[config.mk]
export PLATFORM = sky130hd
export DESIGN_NAME = priority_scheduler_with_delays_unit
export DESIGN_NICKNAME = d
export VERILOG_FILES = /design/src/rtl/core/psd_pkg.sv /design/src/rtl/core/psd_cell.sv /design/src/rtl/core/priority_scheduler_with_delays_unit.sv
export VERILOG_INCLUDE_DIRS = /design/src /design/src/rtl/core
export SDC_FILE = /design/constraint.sdc
export NUM_CORES = 2
export LEC_CHECK = 0
export BUFFER_PORTS_ARGS = -buffer_cell sky130_fd_sc_hd__buf_2
export CAP_MARGIN = 30
export CORE_MARGIN = 10
export CORE_UTILIZATION = 48
export CTS_BUF_LIST = sky130_fd_sc_hd__clkbuf_8
export DETAILED_ROUTE_END_ITERATION = 7
export PLACE_DENSITY = 0.63
export SLEW_MARGIN = 10
export SYNTH_ARGS = -nofsm -noshare
export SYNTH_HDL_FRONTEND = slang
export SYNTH_SLANG_ARGS = --single-unit
[constraint.sdc]
create_clock -name clock -period 6.9 [get_ports clock]
set_input_delay 0.69 -clock clock [delete_from_list [all_inputs] [get_ports clock]]
set_output_delay 0.69 -clock clock [all_outputs]
set_load 0.05 [all_outputs]
[src/rtl/core/assert_macros.svh]
// assertion macros shared by the scheduler rtl
// no dependencies; included by files that carry concurrent checks
`ifndef ASSERT_MACROS_SVH
`define ASSERT_MACROS_SVH

// same-cycle implication, masked during reset
`define PSD_ASSERT_IMPL(label, clk, rst, ante, cons) \
   label: assert property (@(posedge clk) disable iff (rst) (ante) |-> (cons)) \
      else $error("scheduler check failed");

// next-cycle implication, masked during reset
`define PSD_ASSERT_NEXT(label, clk, rst, ante, cons) \
   label: assert property (@(posedge clk) disable iff (rst) (ante) |=> (cons)) \
      else $error("scheduler check failed");

`endif

[src/rtl/core/psd_pkg.sv]
// types, codes and defaults for the priority scheduler with delays
// no dependencies; imported by psd_cell and the top level
package psd_pkg;

   localparam int THREAD_W = 6;
   localparam int TICKS_IN_W = 32;
   localparam int NUM_THREADS_DEF = 32;
   localparam int TICK_WIDTH_DEF = 32;
   localparam logic [THREAD_W-1:0] NO_THREAD = THREAD_W'(33);
   localparam logic [THREAD_W-1:0] IDLE_THREAD = '0;

   typedef enum logic [1:0] {
      OP_START    = 2'd0,
      OP_DELAY    = 2'd1,
      OP_TICK     = 2'd2,
      OP_SCHEDULE = 2'd3
   } op_type;

   typedef enum logic [1:0] {
      STATUS_OK         = 2'd0,
      STATUS_BAD_INDEX  = 2'd1,
      STATUS_IDLE_DELAY = 2'd2,
      STATUS_ZERO_DELAY = 2'd3
   } status_type;

   typedef enum logic [1:0] {
      S_IDLE,
      S_UPDATE,
      S_PICK
   } fsm_type;

   typedef struct packed {
      op_type                  op;
      logic [THREAD_W-1:0]     thread_index;
      logic [TICKS_IN_W-1:0]   delay_ticks;
   } req_type;

   typedef struct packed {
      logic [THREAD_W-1:0]     next_thread;
      logic                    switch_request;
      status_type              status;
   } rsp_type;

   // per-cell command strobes for the update cycle
   typedef struct packed {
      logic start;
      logic delay;
      logic tick;
   } cell_cmd_type;

endpackage

[src/rtl/core/psd_cell.sv]
// one thread slot: ready, delayed and started flags plus its timeout counter
// depends on psd_pkg and assert_macros.svh
`include "assert_macros.svh"

module psd_cell #(
   parameter int TICK_WIDTH    = 32,
   parameter int THREAD_NUMBER = 1
) (
   input  logic                          clock,
   input  logic                          reset,
   input  psd_pkg::cell_cmd_type         cmd,
   input  logic [TICK_WIDTH-1:0]         ticks,
   input  logic [psd_pkg::THREAD_W-1:0]  best_in,
   output logic [psd_pkg::THREAD_W-1:0]  best_out,
   output logic                          registered
);
   import psd_pkg::*;

   logic                  ready_ff, ready_in;
   logic                  delayed_ff, delayed_in;
   logic                  registered_ff, registered_in;
   logic [TICK_WIDTH-1:0] timeout_ff, timeout_in;

   always_comb begin
      ready_in      = ready_ff;
      delayed_in    = delayed_ff;
      registered_in = registered_ff;
      timeout_in    = timeout_ff;
      if (cmd.start) begin
         registered_in = 1'b1;
         ready_in      = 1'b1;
      end
      if (cmd.delay) begin
         timeout_in = ticks;
         ready_in   = 1'b0;
         delayed_in = 1'b1;
      end
      if (cmd.tick && delayed_ff) begin
         if (timeout_ff <= TICK_WIDTH'(1)) begin
            timeout_in = '0;
            delayed_in = 1'b0;
            ready_in   = 1'b1;
         end else begin
            timeout_in = timeout_ff - TICK_WIDTH'(1);
         end
      end
   end

   always_ff @(posedge clock) begin
      if (reset) begin
         ready_ff      <= 1'b0;
         delayed_ff    <= 1'b0;
         registered_ff <= 1'b0;
      end else begin
         ready_ff      <= ready_in;
         delayed_ff    <= delayed_in;
         registered_ff <= registered_in;
      end
      timeout_ff <= timeout_in;
   end

   // a higher cell already claimed the slot, else offer our own index if ready
   assign best_out   = (best_in != '0) ? best_in :
                       (ready_ff ? THREAD_W'(THREAD_NUMBER) : '0);
   assign registered = registered_ff;

   `PSD_ASSERT_IMPL(a_ready_xor_delayed, clock, reset, ready_ff, !delayed_ff)
   `PSD_ASSERT_IMPL(a_delayed_nonzero, clock, reset, delayed_ff, timeout_ff != '0)
   `PSD_ASSERT_IMPL(a_ready_started, clock, reset, ready_ff, registered_ff)

endmodule

[src/rtl/core/priority_scheduler_with_delays_unit.sv]
// top level of the fixed-priority scheduler with timed delays
// depends on psd_pkg, psd_cell and assert_macros.svh
//
// Each request passes the accept edge, then an update state in which
// every thread cell applies start, delay or tick to its own flags and counter
// at once, then a pick state in which the highest ready index ripples down
// the cell chain and the result is loaded into the output register. A new
// request is taken the cycle after that load; while the output register still
// holds an untaken result, the pick state repeats until it drains. Index 0 is
// idle and larger indices win; threads live in cells 1..NUM_THREADS, each
// with a TICK_WIDTH bit timeout, and current thread reads 33 after reset.
`include "assert_macros.svh"

module priority_scheduler_with_delays_unit #(
   parameter int NUM_THREADS = psd_pkg::NUM_THREADS_DEF,
   parameter int TICK_WIDTH  = psd_pkg::TICK_WIDTH_DEF
) (
   input  logic             clock,
   input  logic             reset,
   input  logic             req_valid,
   output logic             req_stall,
   input  psd_pkg::req_type req_payload,
   output logic             rsp_valid,
   input  logic             rsp_stall,
   output psd_pkg::rsp_type rsp_payload
);
   import psd_pkg::*;

   // control
   fsm_type             state_ff, state_in;
   logic                do_update;
   logic                rsp_load;

   // latched request and its status
   req_type             req_ff;
   status_type          status_ff, status_in;
   logic [THREAD_W-1:0] current_ff, current_in;
   logic                idle_reg_ff, idle_reg_in;

   // output register
   logic                rsp_valid_ff, rsp_valid_in;
   rsp_type             rsp_ff, rsp_in;

   // cell row
   cell_cmd_type        cmd       [NUM_THREADS];
   logic [THREAD_W-1:0] best      [NUM_THREADS+1];
   logic [NUM_THREADS-1:0] reg_vec;
   logic                reg_hit;
   logic [TICK_WIDTH-1:0] ticks_masked;
   logic                sched_op;

   assign ticks_masked = req_ff.delay_ticks[TICK_WIDTH-1:0];

   // next state
   always_comb begin
      state_in = state_ff;
      unique case (state_ff)
         S_IDLE:   if (req_valid) state_in = S_UPDATE;
         S_UPDATE: state_in = S_PICK;
         S_PICK:   if (rsp_load) state_in = S_IDLE;
         default:  state_in = S_IDLE;
      endcase
   end

   // state outputs
   always_comb begin
      req_stall = 1'b1;
      do_update = 1'b0;
      rsp_load  = 1'b0;
      unique case (state_ff)
         S_IDLE:   req_stall = 1'b0;
         S_UPDATE: do_update = 1'b1;
         S_PICK:   rsp_load  = !rsp_valid_ff || !rsp_stall;
         default:  req_stall = 1'b1;
      endcase
   end

   // is the requested start index already taken
   always_comb begin
      reg_hit = (req_ff.thread_index == IDLE_THREAD) && idle_reg_ff;
      for (int i = 0; i < NUM_THREADS; i++) begin
         if (req_ff.thread_index == THREAD_W'(i + 1) && reg_vec[i]) reg_hit = 1'b1;
      end
   end

   // refusal checks, the idle check before the zero-tick check
   always_comb begin
      status_in = STATUS_OK;
      unique case (req_ff.op)
         OP_START: begin
            if (req_ff.thread_index > THREAD_W'(NUM_THREADS) || reg_hit)
               status_in = STATUS_BAD_INDEX;
         end
         OP_DELAY: begin
            if (current_ff == IDLE_THREAD || current_ff > THREAD_W'(NUM_THREADS))
               status_in = STATUS_IDLE_DELAY;
            else if (ticks_masked == '0)
               status_in = STATUS_ZERO_DELAY;
         end
         default: status_in = STATUS_OK;
      endcase
   end

   // strobes to the cells during the update cycle
   always_comb begin
      for (int i = 0; i < NUM_THREADS; i++) begin
         cmd[i].start = do_update && req_ff.op == OP_START && status_in == STATUS_OK &&
                        req_ff.thread_index == THREAD_W'(i + 1);
         cmd[i].delay = do_update && req_ff.op == OP_DELAY && status_in == STATUS_OK &&
                        current_ff == THREAD_W'(i + 1);
         cmd[i].tick  = do_update && req_ff.op == OP_TICK;
      end
   end

   // idle is remembered as started but never made ready
   assign idle_reg_in = idle_reg_ff ||
                        (do_update && req_ff.op == OP_START && status_in == STATUS_OK &&
                         req_ff.thread_index == IDLE_THREAD);

   // highest ready index enters at the top of the chain and flows down
   assign best[NUM_THREADS] = '0;

   for (genvar g = 0; g < NUM_THREADS; g++) begin : g_cell
      psd_cell #(
         .TICK_WIDTH    (TICK_WIDTH),
         .THREAD_NUMBER (g + 1)
      ) u_cell (
         .clock      (clock),
         .reset      (reset),
         .cmd        (cmd[g]),
         .ticks      (ticks_masked),
         .best_in    (best[g+1]),
         .best_out   (best[g]),
         .registered (reg_vec[g])
      );
   end

   // only an accepted delay or a schedule moves the current thread
   assign sched_op = (req_ff.op == OP_SCHEDULE) ||
                     (req_ff.op == OP_DELAY && status_ff == STATUS_OK);

   always_comb begin
      rsp_in.status = status_ff;
      if (sched_op) begin
         rsp_in.next_thread    = best[0];
         rsp_in.switch_request = best[0] != current_ff;
      end else begin
         rsp_in.next_thread    = current_ff;
         rsp_in.switch_request = 1'b0;
      end
      current_in   = (rsp_load && sched_op) ? best[0] : current_ff;
      rsp_valid_in = rsp_load ? 1'b1 : (rsp_stall ? rsp_valid_ff : 1'b0);
   end

   always_ff @(posedge clock) begin
      if (reset) begin
         state_ff     <= S_IDLE;
         current_ff   <= NO_THREAD;
         idle_reg_ff  <= 1'b0;
         rsp_valid_ff <= 1'b0;
      end else begin
         state_ff     <= state_in;
         current_ff   <= current_in;
         idle_reg_ff  <= idle_reg_in;
         rsp_valid_ff <= rsp_valid_in;
      end
      if (req_valid && !req_stall) req_ff <= req_payload;
      if (do_update) status_ff <= status_in;
      if (rsp_load) rsp_ff <= rsp_in;
   end

   assign rsp_valid   = rsp_valid_ff;
   assign rsp_payload = rsp_ff;

   `PSD_ASSERT_NEXT(a_switch_moves_current, clock, reset,
      rsp_load && rsp_in.switch_request, current_ff != $past(current_ff))
   `PSD_ASSERT_IMPL(a_refused_no_switch, clock, reset,
      rsp_load && status_ff != STATUS_OK, !rsp_in.switch_request)
   `PSD_ASSERT_IMPL(a_load_only_when_free, clock, reset,
      rsp_load, !(rsp_valid_ff && rsp_stall))

endmodule

==> results.md <==
- Counting every sink on the clock net gives 1,181.
- The number of filler instances in the final layout is 12.81k.
- In this run, synthesis produced a sequential element count of 1,181.
- Across the run, the number of max-cap violations was 0.
- Setup repair after global routing left no endpoint under its margin.
- The initial antenna violation count is 15.
- The initial core utilization is 48.20%.
- In this run the horizontal extent of the chip is 396.6 µm.
- The path class of the lowest-slack min-delay path is in2reg.
- The area of the die is 157,300 µm².
- The clock insertion delay at the later pin of the skew report is 0.97 ns.
- In this design, the stage delay of the slowest critical-path cell is 0.95 ns.
- The worst register-to-register path has a setup slack of 2.53 ns.
- The number of buffers created by CTS is 205.
- The number of max-slew violations in the final report came to 0.
- The clock-pin transition on the worst setup and hold timing paths is 0.06 ns.
- The total global-route track usage is 25.49%.
- In the synthesized netlist, the cells that appear most often are nand2_1 (1,322), edfxtp_1 (1,075), xnor2_1 (598).
- When the netlist entered floorplanning its net count stood at 7,185.
- After synthesis, flip-flops and latches occupy 50.54% of the total area.
- The first detailed-routing pass took 7 iterations.
- The power per cell area is 198.1 nW/µm².
- The area added between synthesis and finish is 9.655%.
- The run finished with clean final reports.
- The H-tree depth reported by CTS is 4.
- In the routed design, unresolved DRC markers number 0.
- At the worst endpoint, the required time is 7.74 ns.
- The setup clock skew after layout is 0.06541 ns.
- The launch instance of the worst min-delay path is req_payload[13].
- For the worst flop-to-flop path, the logic depth is 8.
- 55 I/O pins were placed.
- The share of flip-flops with an asynchronous set or reset is 0%.
- In the final routed layout, each cell accounts on average for 22.78 µm.
- The number of global-route vias before repair is 51.39k.
- The actual slew at the worst max-slew pin is 1.088 ns.
- The startpoint kind of the worst setup timing path is a flop.
- The DRC marker count from the first detailed-route iteration is 6,038.
- After synthesis, the mean cell area works out to 9.619 µm².
- The smallest setup slack after layout is 2.530 ns.
- The path with the worst hold slack has its endpoint at ticks_masked[13].
- Entering global routing, the biggest net connects 64 pins.
- STA classifies the critical path endpoint as a flop.
- The detailed-route via count is 54.79k.
- The core outline area is 141,200 µm².
- The number of cell rows is 138.
- In this run the remaining antenna-violating nets after routing total 0.
- The wire-length estimate of the detail-placed layout is 122,500 µm.
- Setup violations remaining at the end of the flow were counted as 0.
- By area the synthesized netlist is led by edfxtp_1 (47%), xnor2_1 (7.7%), nand2_1 (7.3%).
- The timing-limited maximum frequency is 0.2288 GHz.
- The number of hold buffers added after CTS is 35.
- The area fraction of the dominant cell type after synthesis is 47.42%.
- Yosys mapped a number of flops with a built-in enable equal to 1,075.
- The wire length of the first global-routing pass is 312,800 µm.
- The cell at the slowest stage of the critical path is nor4b_1.
- The worst slew margin relative to its limit is 26.46%.
- In this run the cell area of the synthesized design comes to 68,080 µm².
- The endpoint of the most critical register-to-register path is g_cell[8].u_cell.ready_ff.
- During placement, the flow inserted port buffers numbering 54.
- The critical path is of the reg2reg type.
- The number of instances in the synthesized netlist is 7,077.
- The critical path's most frequent cell is nor3_1.
- The longest clock path from root to sink contains 3 buffers.
- The buffer cell driving the clock tree root is clkbuf_8.
- In this run the critical register-to-register path is launched from req_ff[33].
- The worst path uses 63.33% of the clock period.
- The count of yosys warnings during synthesis is 0.
- The aggregate global routing overflow is 0.
- After detailed routing, the total wire length is 208,300 µm.
- The arrival time of the worst setup path is 5.21 ns.
- The number of setup buffers added after CTS is 0.
- The cell taking the most area after synthesis is edfxtp_1.
- The worst path in the final design needs a cycle of 4.370 ns, including I/O delays and setup.
- The hold violation count in the final report is 0.
- For the final routed database, the setup TNS stands at 0 ns.
- nand2_1 is the most common cell in the netlist.
- Along the worst hold path, the cell count comes to 1.
- The post-cts gate resize count is 0.
- The total leakage power is 24.86 nW.
- Routability-driven placement finished with a final weighted congestion of 0.9241.
- At the end of the flow, the number of nets in the layout was 7,183.
- Counting distinct cell types in the post-synthesis netlist gives 80.
- In the routed layout, each cell is associated on average with a via count of 5.991.
- The die is 396.6 µm tall.
- Across the VDD grid, the largest voltage drop is 0.1676 mV.
- The share of layout cells above drive strength 1 is 8.083%.
- Before CTS, the worst setup slack after placement is 2.832 ns.
- TritonCTS built the clock tree.
- Along the worst path, the maximum fanout reaches 19.
- Traced cell by cell, the critical path runs through or2_2 > nor3_1 > nand3_1 > o32a_1 > nor3_1 > nor4b_1 > nand2_1 > a221oi_1.
- For this run, the leading register cell type out of synthesis is edfxtp_1.
-- worst max-delay path: cells and delay by family (launching register included) --
kind	cells	cell delay, ns
flip-flops	1	0.68
AND/OR/NAND/NOR	6	3.04
AO/OA/AOI/OAI	2	0.53
-- where the power goes --
group	leakage, nW	internal [mW]	switching, mW
logic	12.1	0.223	0.595
registers	10.5	7.84	0.0218
clock network	2.21	2.97	3.14
total	24.9	11.0	3.76
-- state kept, by name, indices dropped and copies added (netlist names) --
| name | count |
|---|---|
| g_cell.u_cell.timeout_ff | 1024 |
| g_cell.u_cell.delayed_ff | 32 |
| g_cell.u_cell.ready_ff | 32 |
| g_cell.u_cell.registered | 32 |
| ticks_masked | 32 |
| rsp_payload | 9 |
| req_ff | 8 |
| current_ff | 6 |
| state_ff | 2 |
| status_ff | 2 |
| idle_reg_ff | 1 |
| rsp_valid | 1 |
-- kinds of logic (layout without fill, tap and decap cells) --
logic type	count (synthesis)	count (layout)	share of synthesized area [%]
mux	30	30	0.4577
buf+inv	567	740	3.147
other cells	0	4	0
flops	1181	1181	50.54
fa+ha+maj	64	64	1.176
xor+xnor	875	875	11.26
compound gates	1359	1359	12.72
simple gates	3001	3001	20.70
-- how the worst max path moves through the flow --
stage | from | to | slack, ns | depth (start not counted)
6_report | req_ff[33] | g_cell[8].u_cell.ready_ff | 2.53 | 8
5_1_grt | req_ff[33] | g_cell[8].u_cell.ready_ff | 2.43 | 8
4_1_cts | req_ff[33] | g_cell[8].u_cell.ready_ff | 2.79 | 8
3_5_place_dp | ticks_masked[17] | g_cell[16].u_cell.timeout_ff[30] | 2.83 | 10
3_3_place_gp | ticks_masked[17] | g_cell[3].u_cell.timeout_ff[23] | 2.76 | 10
2_1_floorplan | ticks_masked[10] | g_cell[22].u_cell.timeout_ff[0] | 2.64 | 7
-- final cells by class --
type	count	area [µm²]	area share [%]
Inverter	113	424.2	0.5682
Multi-Input combinational cell	5329	31710	42.48
Antenna cell	4	10.01	0.01341
Timing Repair Buffer	245	1976	2.647
Sequential cell	1181	34400	46.09
Tap cell	1890	2365	3.168
Clock buffer	211	2904	3.890
Clock inverter	171	859.6	1.152
-- metal layers --
layer	GRT usage, %	share of wire [%]	vias up
met5	0	0.011	-
met4	10.83	4.3	4
met3	4.706	8.7	402
met2	39.45	45	2169
met1	34.96	42	26478
li1	-	-	25733
-- per-stage QoR --
step	power (mW)	hold slack, ns	utilization (%)	cells	cell area, µm²
floorplan	8.397	0.4206	-	7077	68080
global placement	8.758	0.4331	49.71	8706	70210
detailed placement	8.798	0.4379	49.90	8719	70470
CTS	14.88	0.0007612	52.81	9136	74590
global route	15.27	0.02592	52.85	9142	74640
finish	14.79	0.08472	52.85	9144	74650
-- layout by cell type (no fill, tap or decap), drive strengths merged, types with 195 or more instances in the layout --
| master | Yosys | routed |
|---|---|---|
| buf | 37 | 208 |
| clkbuf | 417 | 213 |
| edfxtp | 1075 | 1075 |
| inv | 113 | 195 |
| nand2 | 1322 | 1322 |
| nor2 | 482 | 482 |
| nor3 | 367 | 367 |
| nor4 | 227 | 227 |
| o21ai | 550 | 550 |
| o31ai | 493 | 493 |
| xnor2 | 598 | 598 |
| xor2 | 277 | 277 |
Note: power is estimated with default switching activity, not from simulation.
